### src/cpst_pkg.sv
// Shared types and constants for the process scheduler tick block.
package cpst_pkg;

  localparam int unsigned PROCESS_SLOTS_DEFAULT = 16;
  localparam int unsigned ARRIVAL_LIMIT_DEFAULT = 1000;

  localparam logic [1:0] FUNC_LOAD    = 2'd0;
  localparam logic [1:0] FUNC_TICK    = 2'd1;
  localparam logic [1:0] FUNC_RESTART = 2'd2;
  localparam logic [1:0] FUNC_NOP     = 2'd3;

  localparam logic [1:0] POL_FCFS = 2'd0;
  localparam logic [1:0] POL_SJF  = 2'd1;
  localparam logic [1:0] POL_PRIO = 2'd2;
  localparam logic [1:0] POL_RR   = 2'd3;

  localparam logic [1:0] CFG_POLICY  = 2'd0;
  localparam logic [1:0] CFG_PREEMPT = 2'd1;
  localparam logic [1:0] CFG_QUANTUM = 2'd2;

  localparam logic [1:0] LOAD_OK   = 2'd0;
  localparam logic [1:0] LOAD_DUP  = 2'd1;
  localparam logic [1:0] LOAD_DROP = 2'd2;

  localparam logic [1:0] EV_RUN  = 2'd0;
  localparam logic [1:0] EV_DONE = 2'd1;
  localparam logic [1:0] EV_IO   = 2'd2;

  // Controller states.
  typedef enum logic [3:0] {
    ST_IDLE,
    ST_LOAD_SCAN,
    ST_LOAD_SHIFT,
    ST_RESTART,
    ST_ARRIVE,
    ST_PICK,
    ST_DECIDE,
    ST_AGE_READY,
    ST_AGE_IO,
    ST_RUN,
    ST_REPORT
  } state_t;

  // Commands from the controller to the datapath.
  typedef struct packed {
    logic capture;
    logic load_scan;
    logic load_shift;
    logic load_write;
    logic restart_step;
    logic arrive_step;
    logic pick_step;
    logic decide;
    logic age_ready_step;
    logic age_io_step;
    logic run;
    logic report;
    logic clear_index;
  } cmd_t;

  // Status from the datapath to the controller.
  typedef struct packed {
    logic load_bad;
    logic index_last;
    logic shift_done;
    logic io_last;
  } status_t;

endpackage

### src/cpst_ctrl.sv
// Controller state machine for the process scheduler tick block.
module cpst_ctrl (
  input  logic               clk,
  input  logic               rst,
  input  logic               start,
  input  logic [1:0]         func,
  input  cpst_pkg::status_t  status,
  output logic               busy,
  output cpst_pkg::cmd_t     cmd
);
  import cpst_pkg::*;

  state_t state, state_next;

  // State register.
  always_ff @(posedge clk) begin
    if (rst) begin
      state <= ST_IDLE;
    end else begin
      state <= state_next;
    end
  end

  // Next state and commands.
  always_comb begin
    state_next = state;
    cmd = '0;
    busy = (state != ST_IDLE);
    case (state)
      ST_IDLE: begin
        if (start) begin
          cmd.capture = 1'b1;
          cmd.clear_index = 1'b1;
          case (func)
            FUNC_LOAD:    state_next = ST_LOAD_SCAN;
            FUNC_TICK:    state_next = ST_ARRIVE;
            FUNC_RESTART: state_next = ST_RESTART;
            default:      state_next = ST_REPORT;
          endcase
        end
      end
      ST_LOAD_SCAN: begin
        if (status.load_bad) begin
          state_next = ST_REPORT;
        end else begin
          cmd.load_scan = 1'b1;
          if (status.index_last) begin
            state_next = ST_LOAD_SHIFT;
          end
        end
      end
      ST_LOAD_SHIFT: begin
        if (status.shift_done) begin
          cmd.load_write = 1'b1;
          cmd.clear_index = 1'b1;
          state_next = ST_RESTART;
        end else begin
          cmd.load_shift = 1'b1;
        end
      end
      ST_RESTART: begin
        cmd.restart_step = 1'b1;
        if (status.index_last) begin
          state_next = ST_REPORT;
        end
      end
      ST_ARRIVE: begin
        cmd.arrive_step = 1'b1;
        if (status.index_last) begin
          cmd.clear_index = 1'b1;
          state_next = ST_PICK;
        end
      end
      ST_PICK: begin
        cmd.pick_step = 1'b1;
        if (status.index_last) begin
          state_next = ST_DECIDE;
        end
      end
      ST_DECIDE: begin
        cmd.decide = 1'b1;
        cmd.clear_index = 1'b1;
        state_next = ST_AGE_READY;
      end
      ST_AGE_READY: begin
        cmd.age_ready_step = 1'b1;
        if (status.index_last) begin
          cmd.clear_index = 1'b1;
          state_next = ST_AGE_IO;
        end
      end
      ST_AGE_IO: begin
        cmd.age_io_step = 1'b1;
        if (status.io_last) begin
          state_next = ST_RUN;
        end
      end
      ST_RUN: begin
        cmd.run = 1'b1;
        state_next = ST_REPORT;
      end
      ST_REPORT: begin
        cmd.report = 1'b1;
        state_next = ST_IDLE;
      end
      default: begin
        state_next = ST_IDLE;
      end
    endcase
  end

endmodule

### src/cpst_datapath.sv
// Process table, queues and counters of the process scheduler tick block.
module cpst_datapath #(
  parameter int unsigned PROCESS_SLOTS = cpst_pkg::PROCESS_SLOTS_DEFAULT,
  parameter int unsigned ARRIVAL_LIMIT = cpst_pkg::ARRIVAL_LIMIT_DEFAULT
) (
  input  logic               clk,
  input  logic               rst,
  input  cpst_pkg::cmd_t     cmd,
  output cpst_pkg::status_t  status,
  input  logic [1:0]         func,
  input  logic [15:0]        proc_id,
  input  logic [7:0]         prio_level,
  input  logic [9:0]         arrival_tick,
  input  logic [9:0]         cpu_need,
  input  logic [9:0]         io_need,
  input  logic               cfg_we,
  input  logic [1:0]         cfg_index,
  input  logic [7:0]         cfg_data,
  output logic               done,
  output logic [1:0]         load_status,
  output logic [15:0]        tick_now,
  output logic               cpu_busy,
  output logic [15:0]        run_id,
  output logic [1:0]         run_event,
  output logic               was_preempted,
  output logic [6:0]         io_finished,
  output logic [15:0]        wait_total,
  output logic [15:0]        turnaround_total,
  output logic [15:0]        response_delay,
  output logic               all_finished
);
  import cpst_pkg::*;

  localparam int unsigned SW = $clog2(PROCESS_SLOTS);
  localparam int unsigned CW = $clog2(PROCESS_SLOTS + 1);
  localparam logic [CW-1:0] SLOTS = CW'(PROCESS_SLOTS);

  // Configuration registers.
  logic [1:0] policy;
  logic       allow_preempt;
  logic [7:0] quantum;

  always_ff @(posedge clk) begin
    if (rst) begin
      policy <= POL_FCFS;
      allow_preempt <= 1'b0;
      quantum <= 8'd2;
    end else if (cfg_we) begin
      case (cfg_index)
        CFG_POLICY:  policy <= cfg_data[1:0];
        CFG_PREEMPT: allow_preempt <= cfg_data[0];
        CFG_QUANTUM: quantum <= cfg_data;
        default: ;
      endcase
    end
  end

  // Process table; every slot is a register read at a scan index.
  logic [15:0] e_pid   [PROCESS_SLOTS];
  logic [7:0]  e_prio  [PROCESS_SLOTS];
  logic [9:0]  e_arr   [PROCESS_SLOTS];
  logic [9:0]  e_cpu_o [PROCESS_SLOTS];
  logic [9:0]  e_io_o  [PROCESS_SLOTS];
  logic [9:0]  e_cpu   [PROCESS_SLOTS];
  logic [9:0]  e_io    [PROCESS_SLOTS];
  logic [15:0] e_wait  [PROCESS_SLOTS];
  logic [15:0] e_turn  [PROCESS_SLOTS];
  logic [16:0] e_resp  [PROCESS_SLOTS];
  logic [PROCESS_SLOTS-1:0] e_na;
  logic [SW-1:0] rq [PROCESS_SLOTS];
  logic [SW-1:0] iq [PROCESS_SLOTS];

  logic [CW-1:0] ready_count, io_count, loaded_count, done_count;
  logic [SW-1:0] running_slot;
  logic          running_valid;
  logic [7:0]    slice_used;
  logic [15:0]   tick_count;

  // Captured input beat.
  logic [1:0]  in_func;
  logic [15:0] in_pid;
  logic [7:0]  in_prio;
  logic [9:0]  in_arr, in_cpu, in_io;

  // Scan state.
  logic [CW-1:0] idx;
  logic [CW-1:0] pos;
  logic          dup;
  logic          stored;
  logic [SW-1:0] take;
  logic [CW-1:0] shift_i;
  logic          prev_valid;
  logic [SW-1:0] prev_slot;
  logic          preempted;
  logic [6:0]    finished;

  logic [SW-1:0] idx_s;
  assign idx_s = idx[SW-1:0];

  function automatic logic [15:0] sat16(input logic [15:0] v);
    return (v == 16'hFFFF) ? v : v + 16'd1;
  endfunction

  // Key for the shortest job or priority policy.
  function automatic logic [9:0] key_of(input logic [1:0] pol, input logic [9:0] cpu,
                                        input logic [7:0] pr);
    return (pol == POL_SJF) ? cpu : {2'b00, pr};
  endfunction

  logic [9:0] ka, kb, kr;
  logic [SW-1:0] cand, best;
  logic beats, rbeat;
  logic scan_end, io_end;
  logic load_bad;

  always_comb begin
    cand = rq[idx_s];
    best = rq[take];
    ka = key_of(policy, e_cpu[cand], e_prio[cand]);
    kb = key_of(policy, e_cpu[best], e_prio[best]);
    kr = key_of(policy, e_cpu[running_slot], e_prio[running_slot]);
    beats = (ka < kb) || ((ka == kb) && (e_arr[cand] < e_arr[best]));
    rbeat = (kr > kb) || ((kr == kb) && (e_arr[running_slot] > e_arr[best]));
    load_bad = ({6'd0, in_arr} > 16'(ARRIVAL_LIMIT)) || (in_cpu == 10'd0) ||
               (loaded_count >= SLOTS);
  end

  // Scan end flags depend on the phase the controller is in.
  always_comb begin
    scan_end = 1'b1;
    if (cmd.load_scan || cmd.restart_step || cmd.arrive_step) begin
      scan_end = (idx + CW'(1) >= loaded_count);
    end else if (cmd.pick_step || cmd.age_ready_step) begin
      scan_end = (idx + CW'(1) >= ready_count);
    end
    io_end = (idx >= io_count);
    status.load_bad = load_bad;
    status.index_last = scan_end;
    status.shift_done = (shift_i <= pos);
    status.io_last = io_end;
  end

  logic [SW-1:0] io_s;
  logic [9:0]    io_left_next;
  logic [9:0]    cpu_left_next;
  logic [SW-1:0] rs;
  logic          idx_inc;
  logic          run_done;
  assign io_s = iq[idx_s];
  assign io_left_next = (e_io[io_s] > 10'd0) ? e_io[io_s] - 10'd1 : 10'd0;
  assign rs = running_slot;
  assign cpu_left_next = (e_cpu[rs] > 10'd0) ? e_cpu[rs] - 10'd1 : 10'd0;
  assign run_done = running_valid && (cpu_left_next == 10'd0);

  // The scan index steps in every scan phase; an IO entry that leaves holds it.
  assign idx_inc = cmd.load_scan || cmd.restart_step || cmd.arrive_step ||
                   cmd.pick_step || cmd.age_ready_step ||
                   (cmd.age_io_step && !io_end && (io_left_next != 10'd0));

  // Main sequential datapath.
  always_ff @(posedge clk) begin
    if (rst) begin
      e_na <= '0;
      ready_count <= '0;
      io_count <= '0;
      loaded_count <= '0;
      done_count <= '0;
      running_slot <= '0;
      running_valid <= 1'b0;
      slice_used <= '0;
      tick_count <= '0;
      done <= 1'b0;
      idx <= '0;
    end else begin
      done <= cmd.report;
      if (cmd.capture) begin
        in_func <= func;
        in_pid <= proc_id;
        in_prio <= prio_level;
        in_arr <= arrival_tick;
        in_cpu <= cpu_need;
        in_io <= io_need;
        pos <= '0;
        dup <= 1'b0;
        stored <= 1'b0;
        take <= '0;
        preempted <= 1'b0;
        finished <= '0;
        prev_valid <= running_valid;
        prev_slot <= running_slot;
        shift_i <= loaded_count;
      end

      // Scan index.
      if (cmd.clear_index) begin
        idx <= '0;
      end else if (idx_inc) begin
        idx <= idx + CW'(1);
      end

      // Load: find the place and duplicate, then shift entries up by one.
      if (cmd.load_scan) begin
        if (idx < loaded_count) begin
          if (e_pid[idx_s] == in_pid) dup <= 1'b1;
          if (e_pid[idx_s] <= in_pid) pos <= idx + CW'(1);
        end
      end
      if (cmd.load_shift) begin
        e_pid[shift_i[SW-1:0]]   <= e_pid[SW'(shift_i - CW'(1))];
        e_prio[shift_i[SW-1:0]]  <= e_prio[SW'(shift_i - CW'(1))];
        e_arr[shift_i[SW-1:0]]   <= e_arr[SW'(shift_i - CW'(1))];
        e_cpu_o[shift_i[SW-1:0]] <= e_cpu_o[SW'(shift_i - CW'(1))];
        e_io_o[shift_i[SW-1:0]]  <= e_io_o[SW'(shift_i - CW'(1))];
        shift_i <= shift_i - CW'(1);
      end
      if (cmd.load_write) begin
        e_pid[pos[SW-1:0]]   <= in_pid;
        e_prio[pos[SW-1:0]]  <= in_prio;
        e_arr[pos[SW-1:0]]   <= in_arr;
        e_cpu_o[pos[SW-1:0]] <= in_cpu;
        e_io_o[pos[SW-1:0]]  <= in_io;
        loaded_count <= loaded_count + CW'(1);
        stored <= 1'b1;
      end

      // Restart: one slot per cycle, and clear run state.
      if (cmd.restart_step) begin
        if (idx < loaded_count || cmd.load_write) begin
          e_cpu[idx_s] <= e_cpu_o[idx_s];
          e_io[idx_s] <= e_io_o[idx_s];
          e_wait[idx_s] <= '0;
          e_turn[idx_s] <= '0;
          e_resp[idx_s] <= 17'h10000;
          e_na[idx_s] <= 1'b1;
        end
        ready_count <= '0;
        io_count <= '0;
        done_count <= '0;
        running_slot <= '0;
        running_valid <= 1'b0;
        slice_used <= '0;
        tick_count <= '0;
      end

      // Arrivals: push matching slots in table order.
      if (cmd.arrive_step) begin
        if (idx < loaded_count && e_na[idx_s] && ({6'd0, e_arr[idx_s]} == tick_count)) begin
          e_na[idx_s] <= 1'b0;
          if (ready_count < SLOTS) begin
            rq[ready_count[SW-1:0]] <= idx_s;
            ready_count <= ready_count + CW'(1);
          end
        end
      end

      // Best candidate search over the ready queue.
      if (cmd.pick_step) begin
        if ((policy == POL_SJF || policy == POL_PRIO) && idx != '0 &&
            idx < ready_count && beats) begin
          take <= idx_s;
        end
      end

      // Swap decision, queue removal and response time.
      if (cmd.decide) begin
        logic swap;
        logic [SW-1:0] ns;
        swap = 1'b0;
        ns = running_slot;
        if (ready_count > '0) begin
          if (!running_valid) swap = 1'b1;
          else if (policy == POL_RR) swap = (slice_used >= quantum);
          else if (policy != POL_FCFS && allow_preempt) swap = rbeat;
        end
        if (swap) begin
          ns = rq[take];
          for (int i = 0; i < PROCESS_SLOTS - 1; i++) begin
            if (SW'(i) >= take && CW'(i + 1) < ready_count) rq[i] <= rq[i + 1];
          end
          if (running_valid) begin
            rq[SW'(ready_count - CW'(1))] <= running_slot;
            preempted <= 1'b1;
          end else begin
            ready_count <= ready_count - CW'(1);
          end
          running_slot <= ns;
          running_valid <= 1'b1;
        end
        if ((swap || running_valid) && (!prev_valid || prev_slot != ns)) begin
          slice_used <= '0;
          if (e_resp[ns][16]) e_resp[ns] <= {1'b0, tick_count - {6'd0, e_arr[ns]}};
        end
      end

      // Age ready entries.
      if (cmd.age_ready_step) begin
        if (idx < ready_count) begin
          e_wait[rq[idx_s]] <= sat16(e_wait[rq[idx_s]]);
          e_turn[rq[idx_s]] <= sat16(e_turn[rq[idx_s]]);
        end
      end

      // Age IO entries; a finished burst moves to the ready queue.
      if (cmd.age_io_step && !io_end) begin
        e_turn[io_s] <= sat16(e_turn[io_s]);
        e_io[io_s] <= io_left_next;
        if (io_left_next == 10'd0) begin
          for (int i = 0; i < PROCESS_SLOTS - 1; i++) begin
            if (SW'(i) >= idx_s && CW'(i + 1) < io_count) iq[i] <= iq[i + 1];
          end
          io_count <= io_count - CW'(1);
          if (ready_count < SLOTS) begin
            rq[ready_count[SW-1:0]] <= io_s;
            ready_count <= ready_count + CW'(1);
          end
          finished <= finished + 7'd1;
        end
      end

      // One CPU tick and the result beat.
      if (cmd.run) begin
        load_status <= LOAD_OK;
        tick_now <= tick_count;
        was_preempted <= preempted;
        io_finished <= finished;
        cpu_busy <= running_valid;
        run_id <= running_valid ? e_pid[rs] : 16'd0;
        if (run_done) begin
          run_event <= EV_DONE;
          wait_total <= e_wait[rs];
          turnaround_total <= sat16(e_turn[rs]);
          response_delay <= e_resp[rs][15:0];
        end else begin
          run_event <= (running_valid && e_io[rs] > 10'd0) ? EV_IO : EV_RUN;
          wait_total <= '0;
          turnaround_total <= '0;
          response_delay <= '0;
        end
        if (run_done && done_count < SLOTS) begin
          all_finished <= (done_count + CW'(1) == loaded_count);
        end else begin
          all_finished <= (done_count == loaded_count);
        end
        if (running_valid) begin
          e_cpu[rs] <= cpu_left_next;
          e_turn[rs] <= sat16(e_turn[rs]);
          if (slice_used != 8'hFF) slice_used <= slice_used + 8'd1;
          if (cpu_left_next == 10'd0) begin
            running_valid <= 1'b0;
            if (done_count < SLOTS) begin
              done_count <= done_count + CW'(1);
            end
          end else if (e_io[rs] > 10'd0) begin
            running_valid <= 1'b0;
            if (io_count < SLOTS) begin
              iq[io_count[SW-1:0]] <= rs;
              io_count <= io_count + CW'(1);
            end
          end
        end
        tick_count <= sat16(tick_count);
      end

      // Results of load, restart and unused codes.
      if (cmd.report && in_func != FUNC_TICK) begin
        tick_now <= '0;
        cpu_busy <= 1'b0;
        run_id <= '0;
        run_event <= EV_RUN;
        was_preempted <= 1'b0;
        io_finished <= '0;
        wait_total <= '0;
        turnaround_total <= '0;
        response_delay <= '0;
        all_finished <= 1'b0;
        if (in_func == FUNC_LOAD) begin
          load_status <= !stored ? LOAD_DROP : (dup ? LOAD_DUP : LOAD_OK);
        end else begin
          load_status <= LOAD_OK;
        end
      end
    end
  end

endmodule

### src/cpu_process_scheduler_tick.sv
// Process scheduler tick block: a load, tick or restart command per beat.
// A tick scans the table, the ready queue and the IO queue; a load scans the table, shifts
// entries up and then rewinds every slot as a restart does.
// One command is in flight at a time; busy is high until its result strobe.
// Synchronous reset empties the table and restores the default configuration.
// Results carry a one-cycle done strobe and cannot be stalled.
module cpu_process_scheduler_tick #(
  parameter int unsigned PROCESS_SLOTS = cpst_pkg::PROCESS_SLOTS_DEFAULT,
  parameter int unsigned ARRIVAL_LIMIT = cpst_pkg::ARRIVAL_LIMIT_DEFAULT
) (
  input  logic        clk,
  input  logic        rst,
  input  logic        start,
  output logic        busy,
  input  logic [1:0]  func,
  input  logic [15:0] proc_id,
  input  logic [7:0]  prio_level,
  input  logic [9:0]  arrival_tick,
  input  logic [9:0]  cpu_need,
  input  logic [9:0]  io_need,
  input  logic        cfg_we,
  input  logic [1:0]  cfg_index,
  input  logic [7:0]  cfg_data,
  output logic        done,
  output logic [1:0]  load_status,
  output logic [15:0] tick_now,
  output logic        cpu_busy,
  output logic [15:0] run_id,
  output logic [1:0]  run_event,
  output logic        was_preempted,
  output logic [6:0]  io_finished,
  output logic [15:0] wait_total,
  output logic [15:0] turnaround_total,
  output logic [15:0] response_delay,
  output logic        all_finished
);
  import cpst_pkg::*;

  cmd_t    cmd;
  status_t status;

  // Controller.
  cpst_ctrl u_ctrl (
    .clk    (clk),
    .rst    (rst),
    .start  (start),
    .func   (func),
    .status (status),
    .busy   (busy),
    .cmd    (cmd)
  );

  // Datapath.
  cpst_datapath #(
    .PROCESS_SLOTS (PROCESS_SLOTS),
    .ARRIVAL_LIMIT (ARRIVAL_LIMIT)
  ) u_dp (
    .clk              (clk),
    .rst              (rst),
    .cmd              (cmd),
    .status           (status),
    .func             (func),
    .proc_id          (proc_id),
    .prio_level       (prio_level),
    .arrival_tick     (arrival_tick),
    .cpu_need         (cpu_need),
    .io_need          (io_need),
    .cfg_we           (cfg_we),
    .cfg_index        (cfg_index),
    .cfg_data         (cfg_data),
    .done             (done),
    .load_status      (load_status),
    .tick_now         (tick_now),
    .cpu_busy         (cpu_busy),
    .run_id           (run_id),
    .run_event        (run_event),
    .was_preempted    (was_preempted),
    .io_finished      (io_finished),
    .wait_total       (wait_total),
    .turnaround_total (turnaround_total),
    .response_delay   (response_delay),
    .all_finished     (all_finished)
  );

endmodule

### config.mk
export PLATFORM = sky130hd
export DESIGN_NAME = cpu_process_scheduler_tick
export DESIGN_NICKNAME = d
export VERILOG_FILES = /design/src/cpst_pkg.sv /design/src/cpst_ctrl.sv /design/src/cpst_datapath.sv /design/src/cpu_process_scheduler_tick.sv
export SDC_FILE = /design/constraint.sdc
export NUM_CORES = 2
export LEC_CHECK = 0
export BUFFER_PORTS_ARGS = -buffer_cell sky130_fd_sc_hd__buf_2
export CORE_MARGIN = 10
export CORE_UTILIZATION = 55
export CTS_BUF_LIST = sky130_fd_sc_hd__clkbuf_4 sky130_fd_sc_hd__clkbuf_8
export DETAILED_ROUTE_END_ITERATION = 6
export PLACE_DENSITY = 0.72
export SETUP_SLACK_MARGIN = 0.2
export SLEW_MARGIN = 10
export SYNTH_ARGS = -nofsm -noshare
export SYNTH_HDL_FRONTEND = slang
export SYNTH_SLANG_ARGS = --single-unit
### constraint.sdc
create_clock -name clk -period 10.7 [get_ports clk]
set_input_delay 1.07 -clock clk [delete_from_list [all_inputs] [get_ports clk]]
set_output_delay 1.07 -clock clk [all_outputs]
set_load 0.1 [all_outputs]
==> results.sh <==
export IMPL_worstHoldPathType="in -> reg"
export IMPL_insertion_delay_of_the_later_clocked_pin_in_the_worst_skew_pair_ns=1.11
export IMPL_floorplan_core_area_sq_um=227700
export IMPL_post_route_worst_setup_slack_ns=0.7067
export IMPL_setup_repair_after_global_routing_missed_its_margin="no"
export IMPL_timing_critical_path_mode_cell="sky130_fd_sc_hd__o21ai_0"
export IMPL_fin_total_pwr_mw=28.64
export IMPL_synth_warning_count=0
export IMPL_seq_area_frac_synth_pct=55.67
export IMPL_skew_ns=0.09139
export IMPL_cts_tree="yes"
export IMPL_grt_max_degree=116
export IMPL_power_density_nw_per_um2=206.5
export IMPL_postSynthNetCount=8018
export IMPL_ys_top_cells_by_count="sky130_fd_sc_hd__edfxtp_1 (2275), sky130_fd_sc_hd__mux4_2 (1366), sky130_fd_sc_hd__nand2_1 (603), sky130_fd_sc_hd__nor2_1 (358), sky130_fd_sc_hd__clkbuf_1 (356)"
export IMPL_finalHoldViolCount=0
export IMPL_failed_checks="design-rule violations"
export IMPL_grt_use_total_pct=30.08
export IMPL_ys_types=104
export IMPL_buffer_ports_inserted=165
export IMPL_post_route_period_util_pct=93.40
export IMPL_cts_root_buf="sky130_fd_sc_hd__clkbuf_8"
export IMPL_tritoncts_num_buffers=398
export IMPL_pre_cts_ws_ns=0.2085
export IMPL_timing_setup_tns_ns=0
export IMPL_floorplan_initialDensity_pct=55.37
export IMPL_syn_inst=7813
export IMPL_detail_route_wirelength_microns=386800
export IMPL_layout_core_utilization_pct=60.90
export IMPL_period_needed_ns=9.993
export IMPL_leakage_nw=44.21
export IMPL_drtAntennaViolNets=0
export IMPL_path_class="reg -> reg"
export IMPL_pin_count=166
export IMPL_global_route_overflow_total=0
export IMPL_synth_top_area_share_pct=54.18
export IMPL_dr_total_vias=83000
export IMPL_ys_seq_elements=2369
export IMPL_synth_edf_count=2275
export IMPL_n_fill_cell=16380
export IMPL_drv_max_cap_violation_count=0
export IMPL_slew_viol_final=0
export IMPL_first_pass_grt_wire_length_microns=559100
export IMPL_vias_in_the_first_global_route=82500
export IMPL_post_synth_main_area_contributors="sky130_fd_sc_hd__edfxtp_1 (54%), sky130_fd_sc_hd__mux4_2 (24%), sky130_fd_sc_hd__mux2i_1 (2.0%)"
export IMPL_setup_failing_eps_final=0
export IMPL_post_route_cells_drive_above_1_share_pct=33.08
export IMPL_synthesis_area_per_instance_sq_um=16.14
export IMPL_detailed_place_hpwl_microns=238200
export IMPL_die_span_in_x_microns=498.8
export IMPL_row_count=175
export IMPL_critPathSlowestCell="sky130_fd_sc_hd__mux4_2"
export IMPL_gp_congestion=0.9562
export IMPL_clock_sinks=2369
export IMPL_tightestPinTransition_ns=1.380
export IMPL_die_h_microns=498.8
export IMPL_hold_ws_ns=0.1164
export IMPL_clock_tree_buffer_depth=4
export IMPL_area_growth_pct=9.989
export IMPL_critPathMaxStageDelay_ns=0.71
export IMPL_outcome="complete, but fails checks"
export IMPL_cp_max_fo=41
export IMPL_netlist_area_sq_um=126100
export IMPL_cp_end_kind="flip-flop"
export IMPL_worst_slew_margin_rel_pct=7.202
export IMPL_initial_antenna_violation_count=13
export IMPL_timing_critical_path_arrival_ns=10.82
export IMPL_critical_path_required_ns=11.52
export IMPL_detail_route_first_pass_iterations=7
export IMPL_design_die_area_sq_um=248800
export IMPL_synth_largest_area_cell="sky130_fd_sc_hd__edfxtp_1"
export IMPL_async_reset_ff_share_pct=0
export IMPL_timing_fmax_mhz=100.1
export IMPL_detail_route_drc_violations=2
export IMPL_1st_iter_drt_viols=11480
export IMPL_worstSetupStartpointType="flip-flop"
export IMPL_drt_wirelength_per_cell_microns=34.07
export IMPL_ys_dominant_reg_cell="sky130_fd_sc_hd__edfxtp_1"
export IMPL_cts_htree_levels=5
export IMPL_max_vdd_ir_drop_mv=0.1789
export IMPL_yosys_cell_count_top_type="sky130_fd_sc_hd__edfxtp_1"
export IMPL_viasPerCell=7.311
export IMPL_path_clk_slew_ns=0.06
export IMPL_finalNetCount=8240
[cells by family after synthesis]
kind of cell             synth area share (%)
adder cells (fa/ha/maj)                 1.346
XOR/XNOR                               0.6946
buffers and inverters                   2.451
AO/OA/AOI/OAI                           5.335
AND/OR/NAND/NOR                         6.684
multiplexers                            27.81
flip-flops                              55.67
[critical path: cells and delay by family (launching register included)]
kind / cells / cell delay (ns)
simple gates: 4 / 0.54
mux: 5 / 2.22
xor+xnor: 1 / 0.21
compound gates: 19 / 3.86
fa+ha+maj: 2 / 0.61
flops: 1 / 0.48
buf+inv: 8 / 1.71
[cells in the final DEF (no fill, tap or decap), drive strengths merged, types with 94 or more instances in the layout]
master,instances
ha,134
inv,119
mux2i,252
buf,426
nand2,605
nor3,107
nand3,147
o21ai,138
clkbuf,537
mux4,1368
dfxtp,94
clkinv,134
a21oi,173
mux2,158
a211oi,108
and3,118
edfxtp,2275
a31oi,124
nor2,362
[path summary, 6_finish.rpt]
check	start	to	slack, ns	cells after the start
worst max-delay path	flip-flop	u_dp.e_resp[9][13]	0.71	39
worst max register to register	flip-flop	u_dp.e_resp[9][13]	0.71	39
worst min register to register	u_dp.quantum[3]	u_dp.quantum[3]	0.50	2
worst min-delay path	proc_id[5]	u_dp.in_pid[5]	0.12	1
[layout make-up]
cell class | count | area (sq um) | area share (%)
Sequential cell | 2369 | 70230 | 50.64
Multi-Input combinational cell | 4723 | 53490 | 38.57
Clock buffer | 536 | 6576 | 4.742
Tap cell | 3009 | 3765 | 2.715
Timing Repair Buffer | 427 | 3012 | 2.172
Clock inverter | 160 | 1145 | 0.8255
Inverter | 116 | 435.4 | 0.3140
Antenna cell | 13 | 32.53 | 0.02346
[state kept, by name (all words and copies together), names as in the netlist, 16 cells and up, named ones only]
signal,count
u_dp.iq,64
u_dp.e_cpu_o,160
u_dp.e_turn,256
u_dp.e_io,160
u_dp.e_na,16
u_dp.in_pid,16
u_dp.rq,64
u_dp.e_arr,160
u_dp.response_delay,16
u_dp.tick_count,16
u_dp.run_id,16
u_dp.e_resp,272
u_dp.e_prio,128
u_dp.e_wait,256
u_dp.e_pid,256
u_dp.wait_total,16
u_dp.e_io_o,160
u_dp.turnaround_total,16
u_dp.e_cpu,160
u_dp.tick_now,16
[stage by stage]
stage	instance area, sq um	std cells
after floorplan	126100	7813
after global placement	130700	10630
after detailed placement	130700	10630
after CTS	138400	11330
after global routing	138700	11340
final	138700	11350
[what timing repair did]
item,CTS,global route
endpoints found under the setup margin,48,80
endpoints found under the hold margin,0,0
pin swaps,0,1
cloned,0,2
hold buffers,0,0
gates resized for setup,3,10
setup buffers,0,7
[power by group]
| part | internal (mW) | total, mW | leakage (nW) | switching, mW |
|---|---|---|---|---|
| clock network | 4.34 | 8.00 | 4.10 | 3.66 |
| registers | 11.5 | 11.8 | 21.0 | 0.230 |
| logic | 3.60 | 8.87 | 19.2 | 5.27 |
[routing by layer]
layer  global-route usage [%]  wire [microns]  up-vias  share of wire [%]
met5                        0              23        -             0.0059
met4                    15.18           24040        4                6.2
met3                    7.558           45820     1237                 12
met2                    47.42          181600     6353                 47
met1                    39.08          135300    42350                 35
li1                         -               -    33060                  -
Note: power is estimated with default switching activity, not from simulation.
